[config.mk]
export PLATFORM = sky130hd
export DESIGN_NAME = rsumt_queue
export DESIGN_NICKNAME = d
export VERILOG_FILES = /design/src/hdl/rectangle_sum_table_unit_assert.svh /design/src/hdl/rsumt_queue.sv
export SDC_FILE = /design/constraint.sdc
export NUM_CORES = 1
export LEC_CHECK = 0
export ABC_AREA = 1
export BUFFER_PORTS_ARGS = -buffer_cell sky130_fd_sc_hd__buf_4
export CORE_AREA = 2 2 39 41
export CTS_CLUSTER_DIAMETER = 80
export DETAILED_ROUTE_END_ITERATION = 16
export DIE_AREA = 0 0 41 43
export HOLD_SLACK_MARGIN = 0.08
export PLACE_DENSITY = 0.46
export SLEW_MARGIN = 20
export SYNTH_ARGS = -nofsm -noshare
export SYNTH_HDL_FRONTEND = slang
export SYNTH_SLANG_ARGS = --single-unit
[constraint.sdc]
create_clock -name clk -period 1.32 [get_ports clk]
set_input_delay 0.132 -clock clk [delete_from_list [all_inputs] [get_ports clk]]
set_output_delay 0.132 -clock clk [all_outputs]
set_load 0.02 [all_outputs]
[src/hdl/rectangle_sum_table_unit_assert.svh]
// Assertion macros for the rectangle sum table unit.
`ifndef RECTANGLE_SUM_TABLE_UNIT_ASSERT_SVH
`define RECTANGLE_SUM_TABLE_UNIT_ASSERT_SVH
`ifndef ASSERT_OFF
`define RSUMT_ASSERT(label, clk, rst_n, expr, msg) \
	label: assert property (@(posedge clk) disable iff (!rst_n) (expr)) else $error(msg);
`define RSUMT_ASSERT_IMPL(label, clk, rst_n, ante, cons, msg) \
	label: assert property (@(posedge clk) disable iff (!rst_n) (ante) |-> (cons)) \
		else $error(msg);
`else
`define RSUMT_ASSERT(label, clk, rst_n, expr, msg)
`define RSUMT_ASSERT_IMPL(label, clk, rst_n, ante, cons, msg)
`endif
`endif

[src/hdl/rsumt_queue.sv]
// Small first-in first-out queue with push/full and pop/empty sides.
module rsumt_queue #(
	parameter int  DEPTH  = 2,
	parameter type item_t = logic
) (
	input  logic  clk,
	input  logic  arst_n,
	input  logic  push,
	output logic  full,
	input  item_t wr_item,
	input  logic  pop,
	output logic  empty,
	output item_t rd_item
);

	localparam int PW = (DEPTH > 1) ? $clog2(DEPTH) : 1;
	localparam int CW = $clog2(DEPTH + 1);

	item_t          slots_q [DEPTH];
	logic [PW-1:0]  wr_ptr_q;
	logic [PW-1:0]  rd_ptr_q;
	logic [CW-1:0]  count_q;
	logic           do_push;
	logic           do_pop;

	assign full    = (count_q == CW'(DEPTH));
	assign empty   = (count_q == '0);
	assign do_push = push && !full;
	assign do_pop  = pop && !empty;
	assign rd_item = slots_q[rd_ptr_q];

	function automatic logic [PW-1:0] next_ptr(logic [PW-1:0] p);
		return (p == PW'(DEPTH - 1)) ? '0 : p + 1'b1;
	endfunction

	always_ff @(posedge clk) begin
		if (do_push) begin
			slots_q[wr_ptr_q] <= wr_item;
		end
	end

	always_ff @(posedge clk or negedge arst_n) begin
		if (!arst_n) begin
			wr_ptr_q <= '0;
			rd_ptr_q <= '0;
			count_q  <= '0;
		end else begin
			if (do_push) begin
				wr_ptr_q <= next_ptr(wr_ptr_q);
			end
			if (do_pop) begin
				rd_ptr_q <= next_ptr(rd_ptr_q);
			end
			if (do_push && !do_pop) begin
				count_q <= count_q + 1'b1;
			end else if (do_pop && !do_push) begin
				count_q <= count_q - 1'b1;
			end
		end
	end

endmodule

# After elaboration in Yosys (flattened, before gate mapping)
# Memories as Yosys holds them, arrays and structs flattened.
# Cells that the tools add are included.
dict set report word_totals {
  ff_bits 4
  memories 1
  wordCells 25
  out_inout_bits 3
  ram_bits 2
  input_bits 5
}
dict set report classes {
  n_mux 6
  addsub 4
  n_reduce_logical 10
  n_eq_ne 1
}
# name words width read_ports rd_clocked_by_memory_dff wr line
set mem_list {}
lappend mem_list {slots_q 2 1 1 0 1 rsumt_queue.sv:19} ;# item_t slots_q [DEPTH];
# cell n
set ops {}
lappend ops {{logical AND 1 bit} 4}
lappend ops {{zero test 1 bit} 4}
lappend ops {{two-way mux 1 bit} 4}
lappend ops {{two-way mux 2 bit} 2}
lappend ops {{adder 1 bit (second input constant)} 2}
lappend ops {{adder 2 x 1 -> 2 bit (second input constant)} 1}
lappend ops {{== test 2 bit (second input constant)} 1}
lappend ops {{zero test 2 bit} 1}
lappend ops {{nonzero test 2 bit} 1}
lappend ops {{subtractor 2 x 1 -> 2 bit (second input constant)} 1}

# Longest topological paths before layout
dict set report logic_depth {
  depth_word 7
  depth_mapped 9
}

# Worst setup path before layout
# OpenSTA, ideal clock, no wires.
dict set report synth_timing {
  kind {register to register}
  startpoint {register count_q[0]}
  endpoint {register count_q[1]}
  arrival_ns 1.282
  n_path_buf 0
  synth_period_minus_slack_ns 1.399
  setup_time_ns 0.117
  setup_slack_ns -0.079
  stages_incl_launch_ff 8
  path_cell_list {dfrtp_1 > nor2_2 > nor2_2 > ha_1 > inv_1 > nand3_1 > nand2_1 > nand2_1}
}
dict set report synth_between {
  elab_chain_cells 6
  word_cells_on_any_way 15
  cone_classes {2 x add/sub; 1 x eq/ne; 2 x mux; 10 x reduce/logical}
}
# item line
set synth_rtl {}
lappend synth_rtl {{from (decl)} rsumt_queue.sv:22} ;# logic [CW-1:0] count_q;
lappend synth_rtl {{from (signal assigned)} rsumt_queue.sv:55} ;# count_q <= count_q + 1'b1;
lappend synth_rtl {{from (signal assigned)} rsumt_queue.sv:57} ;# count_q <= count_q - 1'b1;
lappend synth_rtl {{== test 2 bit *} rsumt_queue.sv:26} ;# assign full = (count_q == CW'(DEPTH));
lappend synth_rtl {{named net full} rsumt_queue.sv:9} ;# output logic full,
lappend synth_rtl {{zero test 1 bit *} rsumt_queue.sv:28} ;# assign do_push = push && !full;
lappend synth_rtl {{logical AND 1 bit *} rsumt_queue.sv:28}
lappend synth_rtl {{zero test 1 bit} rsumt_queue.sv:56} ;# end else if (do_pop && !do_push) begin
lappend synth_rtl {{logical AND 1 bit} rsumt_queue.sv:56}
lappend synth_rtl {{nonzero test 2 bit (no line)} --}
# Mark *: on every way through the listed nets, which the timed path passes. The rest lies on a longest branch. The select of a mux whose other input is x is not followed.
# A chain may end at the register's enable or synchronous reset.

# Worst setup path in the final report
dict set report layout_timing {
  startpoint {register count_q[0]}
  endpoint {register count_q[1]}
}
dict set report layout_between {
  elab_chain_cells 6
  word_cells_on_any_way 15
  cone_classes {2 x add/sub; 1 x eq/ne; 2 x mux; 10 x reduce/logical}
}
# item line
set layout_rtl {}
lappend layout_rtl {{== test 2 bit / zero test 2 bit (equally long branches)} {rsumt_queue.sv:26, rsumt_queue.sv:27}}
lappend layout_rtl {{zero test 1 bit (on tied branches)} {rsumt_queue.sv:28, rsumt_queue.sv:29}}
lappend layout_rtl {{logical AND 1 bit (on tied branches)} {rsumt_queue.sv:28, rsumt_queue.sv:29}}
lappend layout_rtl {{zero test 1 bit (on tied branches)} {rsumt_queue.sv:56, rsumt_queue.sv:54}}
lappend layout_rtl {{logical AND 1 bit (on tied branches)} {rsumt_queue.sv:56, rsumt_queue.sv:54}}
lappend layout_rtl {{nonzero test 2 bit (no line) / two-way mux 2 bit (equally long branches)} --}
# Several ways; a longest one is shown, not always the timed one. The select of a mux whose other input is x is not followed.

==> key figures <==
Outcome
  – Status: completed

Placement
  – Port Buf Inserts: 7
  – Placed cell area: 413 um^2
  – Gpl congestion: 0.715
  – Post-Place Setup Slack: -0.0403 ns
  – Placed wire-length estimate: 448 um

Layout
  – Filler cells: 152
  – Antenna fix cells: 0
  – Layout area overhead: 59.8%
  – Final net count: 62
  – Post-layout util: 35.3%
  – Fraction of layout cells with a size suffix above 1: 36.4%
  – Finished layout cell area: 488 um^2

Setup path
  – CP required: 1.45 ns
  – Worst endpoint data arrival time: 1.36 ns
  – Crit path capture type: flop
  – Crit-path cells: o21ai_2 -> ha_4 -> inv_1 -> nand3_1 -> nand2_1 -> nand2_1
  – Startpoint Class: flop
  – Worst Setup SP: count_q[0]
  – Crit Path Max Fanout: 4
  – Slowest stage delay, CP: 0.44 ns
  – Setup Crit Path Kind: flop to flop
  – Critical path's most frequent cell: nand2_1
  – Worst path slowest cell: dfrtp_1
  – R2R Path Start: count_q[0]

Power and ir drop
  – Maximum VDD drop: 871 uV
  – Sw Ratio: 38.8%
  – Pwr Density: 2290 mW/mm^2
  – Cell Int Power: 0.685 mW
  – Sequential share of power: 30.9%
  – Final Power: 1.12 mW
  – Comb power frac: 53.1%
  – Pleak: 0.252 nW
  – Sw power: 0.434 mW
  – Clk pwr share: 16.1%

Floorplanning
  – Starting Density: 22.1%
  – Die Y: 43 um
  – Core Box Area: 0.00138 mm^2
  – IO Count: 8
  – Die area: 0.00176 mm^2
  – Die Wd: 41 um
  – Rows: 14

Logic synthesis
  – Yosys cell types: 12
  – Commonest cells post-synth: nand2_1 (12), inv_1 (8), dfrtp_1 (4)
  – Number of flops mapped to enable cells by yosys: 2
  – Synth Area in Simple Gates: 27.5%
  – Syn avg cell area: 8.25 um^2
  – Most frequent cell after synthesis: nand2_1
  – Yosys top cell by area: dfrtp_1
  – Synthesized cell area: 305 um^2
  – Area share of fa/ha/maj cells after synthesis: 4.10%
  – Mux cell area share after synthesis: 0%
  – Xor/xnor share of the synthesized area: 2.87%
  – Number of synthesized register bits: 6
  – Ys async rst share: 66.7%
  – Net Count, Synth: 43
  – Compound-Gate Fraction of Synth Area: 3.28%
  – Sequential area share after synthesis: 52.5%
  – Most common flop cell mapped by yosys: dfrtp_1
  – Syn Inst Count: 37
  – Synth top area share: 32.8%
  – Largest family of logic cells by synthesized area: simple AND/OR/NAND/NOR gates
  – Ys Warns: 0
  – Top area cells in the synthesized netlist: dfrtp_1 (33%), edfxtp_1 (20%), nand2_1 (15%), inv_1 (9.8%), ha_1 (4.1%)

Clocking
  – Htree depth: 1
  – Clock slew at reported path FFs: 0.04 ns
  – Worst skew pair latency: 0.24 ns
  – Clock Tree Root: clkbuf_4
  – Clock Path Buffers: 2
  – TritonCTS clock tree: done
  – CTS Buf Count: 3
  – Clk sinks: 6

GRT
  – Largest net degree at the start of global routing: 5
  – Initial antenna violation count: 0
  – First-pass GRT wire length: 1.06 mm
  – Vias in the first global route: 273
  – Grt ovf: 0
  – Total global-route track usage: 10.4%

Detailed routing
  – Iteration-0 DRC Markers: 1
  – # DRC: 0
  – Routed WL per cell: 8.28 um
  – Post-route ant nets: 0
  – Vias: 271
  – Total wire length: 588 um
  – Drt pass-1 iters: 2
  – Vias/cell: 3.82

Hold path
  – Worst Hold Class: primary input to flop
  – HP Start: pop

STA
  – Setup WS post-layout: 0.0847 ns
  – Hold Fails Final Rpt: 0
  – Post-layout min period: 1.24 ns
  – Actual slew at the worst max-slew pin: 0.234 ns
  – Fin crit share: 93.6%
  – Setup violators final: 0
  – Worst rel slew slack: 84.2%
  – Max Freq: 810 MHz
  – Clock skew: 0.00668 ns
  – Setup tns final: 0 ns
  – Final slew viol count: 0

Flow run
  – Max Cap Viol: 0
## registers in the layout (all words and copies together), names as in the netlist
name,count
wr_ptr_q,1
slots_q,2
rd_ptr_q,1
count_q,2
## power groups by stage
stage	sequential, mW	clock [mW]	combinational [mW]
after floorplan	0.336	0	0.320
after global placement	0.343	0	0.525
after detailed placement	0.344	0	0.526
after CTS	0.342	0.194	0.535
after global routing	0.359	0.211	0.670
final	0.345	0.180	0.593
## through the flow
stage               instances  hold slack [ns]
floorplan                  37           -0.164
global placement           64          -0.0692
detailed placement         64          -0.0696
CTS                        70            0.133
global route               71            0.164
finish                     71            0.149
## worst paths after layout
| kind | depth (start not counted) | end | slack (ns) |
|---|---|---|---|
| worst max-delay path | 6 | count_q[1] | 0.08 |
| worst min-delay path | 3 | rd_ptr_q | 0.15 |
| worst max register to register | 6 | count_q[1] | 0.08 |
| worst min register to register | 2 | wr_ptr_q | 0.49 |
| max in group asynchronous | 2 | count_q[0] | 0.99 |
| min in group asynchronous | 2 | wr_ptr_q | 0.22 |
## cell type report
| cell class | count | area [um^2] | area share (%) |
|---|---|---|---|
| Multi-Input combinational cell | 23 | 141 | 29.0 |
| Clock buffer | 4 | 26.3 | 5.38 |
| Timing Repair Buffer | 14 | 110 | 22.6 |
| Inverter | 8 | 30.0 | 6.15 |
| Sequential cell | 6 | 160 | 32.8 |
| Tap cell | 16 | 20.0 | 4.10 |
## cells in the final DEF, fill, tap and decap left out
cell / instances
edfxtp_1: 2
nand4_1: 1
dlygate4sd3_1: 2
buf_4: 12
inv_2: 1
nor2_1: 2
clkbuf_1: 1
nand3b_1: 1
nand3_1: 1
xnor2_1: 1
o21ai_2: 1
ha_4: 1
nor2_4: 2
clkbuf_4: 3
nand2_1: 12
dfrtp_1: 4
o21ai_0: 1
inv_1: 7
## per-layer routing
metal  vias to the layer above  GRT usage [%]  wire (um)
li1                        148              -          -
met1                       113           11.0        255
met2                         8           12.5        281
met3                         2           3.14         31
met4                         0           16.0         19
met5                         -              0          0
## critical path, delay by kind of cell, from the launching register on
family / cells / cell delay (ns)
flops: 1 / 0.44
fa+ha+maj: 1 / 0.24
compound gates: 1 / 0.22
buf+inv: 1 / 0.06
simple gates: 3 / 0.18
## what timing repair did
item                                   CTS  global route
hold buffers                             2             0
buffers inserted                         0             1
endpoints found under the hold margin    6             0
gates resized for setup                  1             4
setup endpoints to repair                1             1
## cell families after synthesis
family	after synthesis
AO/OA/AOI/OAI	2
XOR/XNOR	1
adder cells (fa/ha/maj)	1
buffers and inverters	8
flip-flops	6
AND/OR/NAND/NOR	19
No activity file was read; power rests on OpenSTA's default activity.
