**src/hdl/rectangle_sum_table_unit_assert.svh**
```systemverilog
// Assertion macros for the rectangle sum table unit.
`ifndef RECTANGLE_SUM_TABLE_UNIT_ASSERT_SVH
`define RECTANGLE_SUM_TABLE_UNIT_ASSERT_SVH
`ifndef ASSERT_OFF
`define RSUMT_ASSERT(label, clk, rst_n, expr, msg) \
	label: assert property (@(posedge clk) disable iff (!rst_n) (expr)) else $error(msg);
`define RSUMT_ASSERT_IMPL(label, clk, rst_n, ante, cons, msg) \
	label: assert property (@(posedge clk) disable iff (!rst_n) (ante) |-> (cons)) \
		else $error(msg);
`else
`define RSUMT_ASSERT(label, clk, rst_n, expr, msg)
`define RSUMT_ASSERT_IMPL(label, clk, rst_n, ante, cons, msg)
`endif
`endif

```
**src/hdl/rsumt_pkg.sv**
```systemverilog
// Types and constants shared by the rectangle sum table unit.
package rsumt_pkg;

	localparam int SUM_W = 33;
	localparam int POS_W = 9;
	localparam int CFG_W = 9;
	localparam int CFG_INDEX_W = 1;

	localparam logic [CFG_INDEX_W-1:0] REG_ROWS_IN_USE = 1'd0;
	localparam logic [CFG_INDEX_W-1:0] REG_COLS_IN_USE = 1'd1;

	typedef logic [SUM_W-1:0] sum_t;
	typedef logic [POS_W-1:0] pos_t;

	typedef enum logic {
		OP_LOAD  = 1'b0,
		OP_QUERY = 1'b1
	} op_t;

	typedef enum logic [1:0] {
		STATUS_OK         = 2'd0,
		STATUS_BAD_COORD  = 2'd1,
		STATUS_NOT_LOADED = 2'd2
	} status_t;

	typedef struct packed {
		op_t                op;
		logic signed [15:0] element_value;
		logic [7:0]         top_row;
		logic [7:0]         left_col;
		logic [7:0]         bottom_row;
		logic [7:0]         right_col;
	} request_t;

	typedef struct packed {
		logic signed [SUM_W-1:0] rect_sum;
		status_t                 status;
	} result_t;

	typedef enum logic [1:0] {
		CMD_LOAD,
		CMD_QUERY,
		CMD_ERROR
	} cmd_kind_t;

	// Up to four table terms are formed from two rows and two columns.
	// A load writes at (hi_row, hi_col) and reads the entry at (lo_row, hi_col).
	typedef struct packed {
		cmd_kind_t kind;
		status_t   status;
		sum_t      sum;
		pos_t      hi_row;
		pos_t      hi_col;
		pos_t      lo_row;
		pos_t      lo_col;
		logic      use_lo_row;
		logic      use_lo_col;
	} cmd_t;

	typedef enum logic [2:0] {
		B_IDLE,
		B_LREAD,
		B_LWRITE,
		B_QREAD,
		B_QLAST,
		B_EMIT
	} back_state_t;

endpackage

```
**src/hdl/rsumt_front.sv**
```systemverilog
// Front end: tracks the load position and sizes, checks queries, forms commands.
module rsumt_front #(
	parameter int MAX_ROWS = 256,
	parameter int MAX_COLS = 256
) (
	input  logic                                   clk,
	input  logic                                   arst_n,
	input  logic                                   accept,
	input  rsumt_pkg::request_t                    req,
	input  logic                                   cfg_write,
	input  logic [rsumt_pkg::CFG_INDEX_W-1:0]      cfg_index,
	input  logic [rsumt_pkg::CFG_W-1:0]            cfg_data,
	output rsumt_pkg::cmd_t                        cmd
);
	import rsumt_pkg::*;

	localparam pos_t ROWS_CAP   = (MAX_ROWS > 511) ? 9'd511 : 9'(MAX_ROWS);
	localparam pos_t COLS_CAP   = (MAX_COLS > 511) ? 9'd511 : 9'(MAX_COLS);
	localparam pos_t ROWS_RESET = (ROWS_CAP < 9'd256) ? ROWS_CAP : 9'd256;
	localparam pos_t COLS_RESET = (COLS_CAP < 9'd256) ? COLS_CAP : 9'd256;

	pos_t rows_q;
	pos_t cols_q;
	pos_t row_q;
	pos_t col_q;
	sum_t run_q;
	logic loaded_q;

	sum_t elem_ext;
	sum_t run_d;
	pos_t row_d;
	pos_t col_d;
	pos_t col_inc;
	pos_t row_inc;
	logic loaded_d;
	logic bad_coord;

	function automatic pos_t clamp_size(pos_t v, pos_t cap);
		if (v == '0) begin
			return 9'd1;
		end
		if (v > cap) begin
			return cap;
		end
		return v;
	endfunction

	assign elem_ext = {{(SUM_W - 16){req.element_value[15]}}, req.element_value};
	assign col_inc  = col_q + 1'b1;
	assign row_inc  = row_q + 1'b1;
	assign bad_coord = (req.top_row > req.bottom_row) || (req.left_col > req.right_col)
		|| ({1'b0, req.bottom_row} >= rows_q) || ({1'b0, req.right_col} >= cols_q);

	always_comb begin
		run_d    = (col_q == '0) ? elem_ext : run_q + elem_ext;
		row_d    = row_q;
		col_d    = col_inc;
		// A load at the origin begins a new matrix.
		loaded_d = (row_q == '0 && col_q == '0) ? 1'b0 : loaded_q;
		if (col_inc >= cols_q) begin
			col_d = '0;
			row_d = row_inc;
			if (row_inc >= rows_q) begin
				row_d    = '0;
				loaded_d = 1'b1;
			end
		end
	end

	always_comb begin
		cmd = '0;
		if (req.op == OP_LOAD) begin
			cmd.kind       = CMD_LOAD;
			cmd.status     = STATUS_OK;
			cmd.sum        = run_d;
			cmd.hi_row     = row_q;
			cmd.hi_col     = col_q;
			cmd.lo_row     = row_q - 1'b1;
			cmd.use_lo_row = (row_q != '0);
		end else begin
			cmd.hi_row     = {1'b0, req.bottom_row};
			cmd.hi_col     = {1'b0, req.right_col};
			cmd.lo_row     = {1'b0, req.top_row} - 1'b1;
			cmd.lo_col     = {1'b0, req.left_col} - 1'b1;
			cmd.use_lo_row = (req.top_row != '0);
			cmd.use_lo_col = (req.left_col != '0);
			if (!loaded_q) begin
				cmd.kind   = CMD_ERROR;
				cmd.status = STATUS_NOT_LOADED;
			end else if (bad_coord) begin
				cmd.kind   = CMD_ERROR;
				cmd.status = STATUS_BAD_COORD;
			end else begin
				cmd.kind   = CMD_QUERY;
				cmd.status = STATUS_OK;
			end
		end
	end

	always_ff @(posedge clk or negedge arst_n) begin
		if (!arst_n) begin
			rows_q   <= ROWS_RESET;
			cols_q   <= COLS_RESET;
			row_q    <= '0;
			col_q    <= '0;
			run_q    <= '0;
			loaded_q <= 1'b0;
		end else if (cfg_write) begin
			case (cfg_index)
				REG_ROWS_IN_USE: rows_q <= clamp_size(cfg_data, ROWS_CAP);
				REG_COLS_IN_USE: cols_q <= clamp_size(cfg_data, COLS_CAP);
				default: ;
			endcase
			row_q    <= '0;
			col_q    <= '0;
			run_q    <= '0;
			loaded_q <= 1'b0;
		end else if (accept && req.op == OP_LOAD) begin
			row_q    <= row_d;
			col_q    <= col_d;
			run_q    <= run_d;
			loaded_q <= loaded_d;
		end
	end

endmodule

```
**config.mk**
```make
export PLATFORM = sky130hd
export DESIGN_NAME = rsumt_front
export DESIGN_NICKNAME = d
export VERILOG_FILES = /design/src/hdl/rectangle_sum_table_unit_assert.svh /design/src/hdl/rsumt_pkg.sv /design/src/hdl/rsumt_front.sv
export SDC_FILE = /design/constraint.sdc
export NUM_CORES = 1
export LEC_CHECK = 0
export ABC_AREA = 1
export BUFFER_PORTS_ARGS = -buffer_cell sky130_fd_sc_hd__buf_2
export CAP_MARGIN = 20
export CORE_UTILIZATION = 53
export CTS_CLUSTER_DIAMETER = 120
export DETAILED_ROUTE_END_ITERATION = 8
export HOLD_SLACK_MARGIN = 0.02
export PLACE_DENSITY = 0.9
export SLEW_MARGIN = 0
export SYNTH_ARGS = -nofsm -noshare
export SYNTH_HDL_FRONTEND = slang
export SYNTH_SLANG_ARGS = --single-unit
export TNS_END_PERCENT = 5
```
**constraint.sdc**
```tcl
create_clock -name clk -period 2.68 [get_ports clk]
set_clock_uncertainty 0.1 [all_clocks]
set_input_delay 0.268 -clock clk [delete_from_list [all_inputs] [get_ports clk]]
set_output_delay 0.268 -clock clk [all_outputs]
set_load 0.01 [all_outputs]
```
Yosys cells after proc, flatten, opt, wreduce, memory -nomap -nowiden --
Cells that the tools add are included.
Storage, ports and cells: bits of input ports 63, output and inout bits 75, register bits after elaboration 70
Cells by class: add/subtract/negate cells 6, order comparisons 7, muxes and demuxes 41, bitwise operators 2, reductions and logical operators 16
Operator list (number):
- $mux W33 | 4
- $mux W9 | 14
- $add A33 B33 Y33 | 1
- $logic_not A9 Y1 | 3
- $mux W27 | 1
- $mux W1 | 19
- $add A9 B1 Y9 const B | 2
- $ge A8 B9 Y1 | 2
- $ge A9 B9 Y1 | 2
- $sub A8 B1 Y9 const B | 2
- $gt A8 B8 Y1 | 2
- $reduce_bool A8 Y1 | 2
- $mux W4 | 3
- $gt A9 B9 Y1 const B | 1
- $reduce_bool A9 Y1 | 1
- $sub A9 B1 Y9 const B | 1
- $reduce_and A2 Y1 | 3
- $reduce_bool A2 Y1 | 2
- $logic_or A1 B1 Y1 | 3
- $logic_and A1 B1 Y1 | 2
- $not A1 Y1 | 2

Longest topological paths before layout --
Gate-level depths: netlist of run 1.
depth in word-level cells 9, mapped depth 16, mapped depth without buffers 16

Worst setup path before layout of run 1 --
Ideal clock, no wire load.
path kind flip-flop to flip-flop, from register col_q[0], to register row_q[8], clock period less this slack 2.572 ns, library setup time 0.120 ns, data arrival time 2.353 ns, stages on the path, launching flop included 16, slack 0.108 ns, data required time 2.460 ns, cell sequence dfrtp_1 ha_1 nand3_1 nor2_1 nand2_1 nor3_1 xor2_1 ha_1 a21oi_1 o21a_1 nand4_1 nor2_2 nor2_4 buf_4 nor2_1 a21oi_2
On the way: longest elaborated chain between the ends 4
RTL lines:
- start, declared | RTL line rsumt_front.sv:25 | pos_t col_q;
- start signal, assigned | RTL line rsumt_front.sv:120 | col_q <= col_d;
- $add A9 B1 Y9 | RTL line rsumt_front.sv:49 | assign col_inc = col_q + 1'b1;
- $ge A9 B9 Y1 | RTL line rsumt_front.sv:60 | if (col_inc >= cols_q) begin
- $reduce_bool A2 Y1 (no line)
- $reduce_and A2 Y1 (no line)
- end signal, assigned | RTL line rsumt_front.sv:119 | row_q <= row_d;
- end, declared | RTL line rsumt_front.sv:24 | pos_t row_q;
Every way passes these cells. A chain may end at the register's enable or synchronous reset.

Final worst setup path of run 1 --
from register row_q[0], to register loaded_q
On the way: longest elaborated chain between the ends 7
RTL lines:
- branches (longest 4 deep; another with $add A9 B1 Y9)
- $mux W1 * | RTL line rsumt_front.sv:60
- $mux W1 * | RTL line rsumt_front.sv:118 | end else if (accept && req.op == OP_LOAD) begin
- $mux W1 * | RTL line rsumt_front.sv:108 | end else if (cfg_write) begin
- end signal, assigned | RTL line rsumt_front.sv:122 | loaded_q <= loaded_d;
- end, declared | RTL line rsumt_front.sv:27 | logic loaded_q;
Mark *: on every way between the ends. The select of a mux whose other input is x is not followed.

==> flow_results.org, run 1 <==
** Outcome
- The run finished, with violations left.
- The checks that failed: setup timing.

** Cells and area
- Commonest cells after routing, fill and taps aside :: nand2_1 (364), inv_1 (206), buf_2 (136)
- Area overhead of the layout relative to synthesis :: 29.1%
- The multi-input combinational cells in the finished layout cover a total of 0.00596 mm².
- 0 antenna diodes ended up in the layout.
- At the end of the flow, the number of nets in the layout was 1592.
- Reg area :: ~0.0018 mm²
- Share of cells above drive strength 1 :: 24.9%
- Filler cell count in the final layout :: ~1200
- The library cell used most frequently in the layout, excluding fill and tap cells, is nand2_1.

** Routing
- Via density per instance :: 5.54
- Initial DRT Pass Iterations :: 6
- After detailed routing, the number of remaining DRC violations is 0.
- The detail route stage leaves a number of antenna-violating nets equal to 0.
- Detailed routing inserted a total of 9021 vias.
- After detailed routing, the average wire length per cell comes to 15.3 µm.
- In this run, the number of DRC markers left after iteration 0 of detailed routing was between 600 and 700.
- Total routed wirelength :: 25000 µm

** Die
- The total area inside the core boundary comes to 0.0145 mm².
- Pin placement for this block handled 138 I/O pins.
- Number of placement rows :: 44
- Effective utilization at floorplan :: a little over half
- Die extent in y :: 124 µm
- Die X-Extent :: between 100 and 150 µm
- The die covers between 0.015 and 0.02 mm².

** STA
- The worst path in the final design needs a cycle of about 2.9 ns, including I/O delays and setup.
- Measured against its own limit, the worst slew margin works out to 63.9%.
- The final critical path takes up 107% of the cycle.
- Fin. max-slew vios :: 0
- Setup violations remaining at the end of the flow were counted as 22.
- In the final timing run, aggregate negative setup slack is -1.51 ns.
- Setup slack on the critical path of the routed design comes to -0.201 ns.
- Max Fclk :: 0.347 GHz
- Final hold viol count :: 0
- Setup repair after global routing could not meet its margin everywhere.
- Transition time of the tightest slew-check pin :: 0.541 ns

** Setup path
- CP top delay family :: simple AND/OR/NAND/NOR gates
- The critical path is of the reg -> reg type.
- CP startpoint kind :: register
- FF-to-FF path depth :: 17
- Of all nets on the critical path, the largest fanout is 3.
- Data on the critical path is required at its endpoint by 2.85 ns.
- CP cell instances :: ha_2 -> nand2_2 -> nor2_4 -> nand3_2 -> nor3_2 -> xnor2_1 -> inv_1 -> ha_4 -> nand2_4 -> nor2_4 -> nand2_2 -> o2111ai_4 -> buf_6 -> nand2_1 -> nand2_1 -> nand2_1 -> o21ai_1
- The worst register-to-register path has a setup slack of -0.20 ns.
- Sort of element at the end of the critical path :: register
- Arrival time reported for the critical path endpoint :: 3.05 ns
- The cell that appears most often on the critical path is nand2_1.
- The endpoint identified for the worst register-to-register timing path is loaded_q.
- Worst path max stage delay :: 0.37 ns
- Crit path max-delay cell type :: dfrtp_1
- The startpoint identified for the worst register-to-register timing path is row_q[0].
- In this run the number of cells on the critical path is 17.
- The number of buffers and inverters on the critical path is 2.

** Clock network
- TritonCTS built the clock tree.
- Buffer cell driving the clock tree root :: clkbuf_16
- TritonCTS Sinks :: 70
- Counting the buffers created by CTS gives 9.
- Latest clock arrival within the worst-skew pair :: ~0.35 ns
- Depth of the CTS H-tree :: 3
- Buffer depth of the longest clock path :: 2
- Clock-pin slew was measured on the worst setup and hold paths at 0.06 ns.

** Hold path
- The min-delay analysis places its worst path in the category in -> reg.
- Hold Path Depth :: 3
- For hold timing, the worst endpoint is rows_q[3].
- In this run the most critical hold path is launched from cfg_data[3].

** Power and ir drop
- The internal power of the cells totals ~3.4 mW.
- Switching power :: between 2 and 3 mW
- The share of total power dissipated in the clock network is 23.5%.
- Leakage power figure :: 5.67 nW
- VDD sags by at most approximately 0.39 mV.
- Power spread over the standard cell area amounts to 605 mW/mm².
- In this run switching power makes up between 40% and 50% of total power.
- Of the total power, registers draw about a fifth.
- Combinational power share :: 55.3%
- Summing internal, switching and leakage power gives 6.15 mW.

** Logic synthesis
- Counting every net in the synthesized netlist gives 1431.
- Of the synthesized area, sequential elements account for 22.3%.
- Counting flops with a built-in enable in the synthesized netlist gives 0.
- After synthesis, the netlist uses 43 different library cells.
- Asr flop ratio synth :: 100%
- Summed instance area of the synthesized netlist :: 0.00787 mm²
- Avg Inst Size Synth :: 6.16 µm²
- Synthesized flop and latch total :: 70
- The cell count after synthesis came out at about 1300.
- Primary flip-flop cell chosen by synthesis mapping :: dfrtp_1
- The Yosys step of the flow raised 0 warnings.

** Global route
- Largest net degree at the start of global routing :: 71
- Global-route total usage across every layer :: 30.5%
- Grt ovf :: 0
- Global-route wire length before repair :: 36600 µm
- Antenna violations before repair :: 0
- Via count of the first global-routing pass :: between 8000 and 9000

** Placed design
- After legalization and detailed placement, the total HPWL measured 17300 µm.
- Number of buffers added on ports :: 137
- Global placement routability congestion :: 0.952

** Flow run
- Max-cap violations in this run came to 0.
cells in the mapped netlist (9+ instances only):
library cell / number / area share [%]
nand2_1: 410 / 20
inv_1: 212 / 10
nor2_1: 121 / 5.8
ha_1: 89 / 14
nand3_1: 78 / 5.0
dfrtp_1: 68 / 22
o21ai_0: 67 / 4.3
a21oi_1: 57 / 3.6
xor2_1: 21 / 2.3
xnor2_1: 15 / 1.7
clkbuf_1: 13 / 0.62
nor3_1: 13 / 0.83
nand4_1: 11 / 0.87
o21ai_1: 10 / 0.64
inv_2: 9 / 0.43
o22ai_1: 9 / 0.72
worst min-delay path, cell delays in order:
cell and delay [ns]:
buf_2 0.11, nand2_1 0.09, o21ai_0 0.08
routing by layer:
metal / GRT usage, % / vias to the layer above / share of wire [%]
met2: 53.0 / 435 / 49
met1: 37.0 / 4123 / 40
li1: - / 4378 / -
met4: 14.6 / 0 / 3.4
met5: 0 / - / 0
met3: 4.21 / 85 / 7.6
power by group through the flow:
stage / Combinational [mW] / Clock (mW) / Sequential (mW)
final: 3.40 / 1.45 / 1.30
after global routing: 3.73 / 1.48 / 1.31
after detailed placement: 2.72 / 0 / 1.29
after CTS: 2.86 / 1.44 / 1.28
after global placement: 2.66 / 0 / 1.28
after floorplan: 1.89 / 0 / 1.27
kinds of logic (layout without fill, tap and decap cells):
logic type                 Yosys count  count (layout)  share of synthesized area, %
DFF                                 70              70                          22.3
buffers and inverters              248             414                          12.3
xor gates and xnor gates            36              36                          4.00
AOI/OAI and AO/OA                  163             163                          11.2
muxes                                1               1                         0.127
and+or+nand+nor                    670             670                          35.7
adders and majority gates           90              90                          14.4
metrics by stage:
stage               util (%)  instances  setup WS, ns  hold WS (ns)  cell area (µm²)
global route            70.0       1628        -0.301         0.143            10200
detailed placement      60.5       1590        -0.193         0.224             8800
CTS                     64.3       1608        -0.142         0.119             9340
global placement        60.5       1590       -0.0796         0.222             8800
finish                  70.0       1628        -0.201         0.131            10200
floorplan                  -       1278         0.108        -0.128             7870
layout make-up:
class                      instances  area share, %
timing repair buffer             177           10.3
multi-input combinational        960           58.6
clock buffer                      10           2.35
tap                              184           2.26
clock inverter                     6           1.07
inverter                         221           8.18
sequential                        70           17.3
state kept, by name (all words and copies together) (netlist names):
register,count
row_q,9
col_q,9
rows_q,9
cols_q,9
run_q,33
loaded_q,1
worst max-delay path by stage:
stage                         from  endpoint  slack [ns]
final                     row_q[0]  loaded_q       -0.20
after floorplan           col_q[0]  row_q[8]        0.11
after global placement    row_q[0]  row_q[8]       -0.08
after global routing      row_q[0]  loaded_q       -0.30
after detailed placement  row_q[0]  row_q[8]       -0.19
after CTS                 run_q[0]   cmd[58]       -0.14
repair_timing:
action / 4_1_cts / 5_1_grt
buffers inserted: 1 / 20
endpoints found under the hold margin: 68 / 0
pin swaps: 10 / 42
hold buffers: 1 / 0
setup endpoints to repair: 41 / 49
gates resized for setup: 47 / 144
Note: power is estimated with default switching activity, not from simulation.
==> run 2: changes to the inputs <==
Settings changed: ABC_AREA 1 to not set, CORE_UTILIZATION 53 to 52, HOLD_SLACK_MARGIN 0.02 to 0.08, SETUP_SLACK_MARGIN set to 0.4.
==> flow_results.org, run 2 <==
** Outcome
- Run status :: finished with violations
- Failing checks :: setup timing

** Power and ir drop
- The worst-case IR drop observed on VDD is 0.500 mV.
- For this design the static power due to leakage is slightly below 5 nW.
- Total power for the finished layout comes to 8.61 mW.
- Power spread over the standard cell area amounts to 869 mW/mm².

** Die
- Row generation in the floorplan step produced 42 rows.
- Core footprint :: 0.0133 mm²
- Die extent in y :: 119 µm
- Area of the die :: approximately 0.014 mm²
- In this run the count of I/O pins placed on the die edge is 138.
- Die X-Extent :: 119 µm
- Effective utilization at floorplan :: 53.6%

** Placed design
- Port buffering added 137 buffers.
- Detailed Place HPWL :: between 15000 and 20000 µm
- Global placement routability congestion :: 0.937
- OpenSTA, run right after detailed placement, puts the worst setup slack at -0.316 ns.

** Routing
- Dividing the detail-routed via count by the number of cells gives roughly 6.2.
- After detailed routing, the average wire length per cell comes to 19.1 µm.
- The detailed router finished its first iteration with 783 violations.
- Initial DRT Pass Iterations :: 5
- Antenna Violating Nets Remaining :: 0
- Post-detailed-route DRC marker count :: 0
- For this block, the via count after detailed routing is 8000.
- Total routed wirelength :: ~25000 µm

** Hold path
- Hold Crit Endpoint :: cols_q[5]
- Startpoint of the lowest-slack hold path :: cfg_data[5]
- Along the worst hold path, the cell count comes to 3.
- Path category of the worst min-delay check :: in -> reg

** Clock network
- Buffers inserted during clock tree synthesis total 9.
- Latest clock arrival within the worst-skew pair :: 0.36 ns
- TritonCTS built the clock tree.
- Buffer cell driving the clock tree root :: clkbuf_16
- TritonCTS Sinks :: 70
- Depth of the CTS H-tree :: 3
- Worst-path clk slew :: 0.06 ns
- Buffer depth of the longest clock path :: 2

** STA
- For the pin with the worst max-slew slack, the measured transition is 0.862 ns.
- After routing, the total negative slack on setup checks comes to -12.26 ns.
- Number of setup violations in the final report :: 42
- Post-route fraction of the period consumed by the critical path :: 123%
- The worst path in the final design needs a cycle of roughly 3.3 ns, including I/O delays and setup.
- Headroom to the max-slew limit came out at between 40 and 50%.
- The number of failing hold endpoints at the final stage was 0.
- Timing would allow up to 0.304 GHz.
- The max-slew violation count came to 0.
- Setup slack on the critical path of the routed design comes to -0.606 ns.
- Setup repair after global routing missed its margin :: true

** Setup path
- CP startpoint kind :: register
- In this run the critical register-to-register path is launched from row_q[0].
- The endpoint identified for the worst register-to-register timing path is row_q[5].
- Worst R2R Setup Slack :: -0.22 ns
- For the worst setup path, the data arrival time is roughly 2.9 ns.
- The number of cells on the worst reg-to-reg path is 11.
- At the worst endpoint, the required time is 2.31 ns.
- STA classifies the critical path endpoint as an output pin.
- Of all nets on the critical path, the largest fanout is 4.
- Worst setup path class :: reg -> out

** Cells and area
- More flip-flops sit in one register than any other, and that register is run_q.
- Share of cells above drive strength 1 :: 38.4%
- Max FFs per register :: 33
- In the layout the commonest cells are buf_2 (136), buf_4 (120), nand2_1 (92).
- After the last flow step, the layout net total stands at 1271.
- Antenna Cells :: 0
- The library cell used most frequently in the layout, excluding fill and tap cells, is buf_2.
- Compared with the post-synthesis result, the final layout area differs by 38.9%.

** Logic synthesis
- During synthesis, Yosys emitted a total of 0 warnings.
- Fraction of the yosys area taken by sequential cells :: 24.6%
- Counting flops and latches in the post-synthesis netlist gives 70.
- The commonest cells after synthesis are nand2_1 (96), ha_1 (89), a21oi_1 (76).
- Instance count of the mapped netlist :: 885
- Summed over its instances, the top area cell type makes up between 20% and 30% of the synthesized netlist area.
- Sorting the synthesized cells by area gives the leading types as dfrtp_1 (24%), ha_1 (16%), a21oi_1 (5.3%), nand2_1 (5.1%), xnor2_1 (3.8%).
- Number of synthesized flops with an enable pin :: 0
- The largest total area in the synthesized netlist belongs to dfrtp_1.
- Post-synth cell types :: 73
- Nets in the synthesized netlist :: around 1000
- In this run the cell area of the synthesized design comes to 0.00713 mm².
- The most used flip-flop cell after synthesis is dfrtp_1.
- Most frequently used cell type in the post-synthesis netlist :: nand2_1
- Asr flop ratio synth :: 100%
- Avg Inst Size Synth :: 8.06 µm²

** Flow run
- The tool flagged a number of max-cap violations equal to 0.

** Global route
- Antenna violations before repair :: 0
- For this run, the total global-route usage over all layers was measured as 33.7%.
- Largest net degree at the start of global routing :: 39
- Via count of the first global-routing pass :: around 7900
- Grt ovf :: 0
- The first global-routing pass estimated 38100 µm of wire.
[run 2: changes by cell type in the layout (fill, tap and decap cells not counted), moves of 16 or more]
cell	delta
nand2_1	-272
inv_1	-162
buf_4	+86
nand3_1	-49
nor2_1	-46
nand2_2	-33
a21o_1	+27
nand2b_1	+19
a221o_1	+16
[run 2: what timing repair did]
| item | 4_1_cts | 5_1_grt |
|---|---|---|
| cloned | 0 | 0 |
| setup endpoints to repair | 86 | 85 |
| hold endpoints to repair | 19 | 0 |
| pin swaps | 40 | 31 |
| gates resized for setup | 82 | 55 |
| buffers inserted | 3 | 3 |
| hold buffers | 1 | 0 |
[run 2: per-layer routing]
layer	track usage (%)	up-vias	wire length, µm	part of all wire [%]
li1	-	3641	-	-
met5	0	-	0	0
met2	57.1	444	12200	49
met3	6.61	116	1870	7.6
met1	40.1	3799	9640	39
met4	18.2	0	1060	4.3
[run 2: how the worst max path moves through the flow]
stage	start	to	slack, ns
finish	run_q[8]	cmd[67]	-0.61
global route	run_q[8]	cmd[67]	-0.68
CTS	run_q[8]	cmd[67]	-0.55
detailed placement	req[32]	cmd[54]	-0.32
global placement	req[32]	cmd[54]	-0.22
floorplan	run_q[0]	cmd[54]	0.03
[run 2: final cells by class]
| cell class | count | area (µm²) |
|---|---|---|
| flip-flops and latches | 70 | 1760 |
| clock inverters | 7 | 78.8 |
| fillers | 891 | 3390 |
| multi-input cells | 719 | 5690 |
| inverters | 50 | 188 |
| well taps | 176 | 220 |
| clock buffers | 9 | 225 |
| repair buffers | 268 | 1740 |
[run 2: stage by stage]
step	hold WS, ns	cells	area, µm²	util (%)
global route	0.128	1299	9900	74.5
global placement	0.187	1276	8890	66.8
CTS	0.115	1296	9590	72.1
finish	0.119	1299	9900	74.5
detailed placement	0.187	1276	8890	66.8
floorplan	-0.128	885	7240	-
[run 2: cell families (layout without fill, tap and decap cells)]
logic type	after synthesis	after routing	synth area share, %
AND/OR/NAND/NOR	286	286	19.0
AO/OA/AOI/OAI	267	267	24.8
buffers and inverters	96	334	5.77
adder cells (fa/ha/maj)	90	90	15.9
flip-flops	70	70	24.6
XOR/XNOR	53	53	6.51
multiplexers	23	23	3.44
[run 2: power breakdown]
| group | switching, mW | internal [mW] | total (mW) |
|---|---|---|---|
| clock network | 0.541 | 0.734 | 1.28 |
| registers | 0.208 | 1.31 | 1.52 |
| logic | 3.03 | 2.78 | 5.81 |
| total | 3.78 | 4.82 | 8.61 |
[run 2: worst max-delay path: stages (launching register included)]
cell       delay, ns
dfrtp_1         0.41
ha_4            0.24
a21o_1          0.17
a21o_1          0.22
a2111oi_4       0.37
o21ai_2         0.14
a31o_1          0.23
o41ai_2         0.25
xnor2_1         0.19
nand2_1         0.10
a21oi_2         0.11
buf_2           0.14
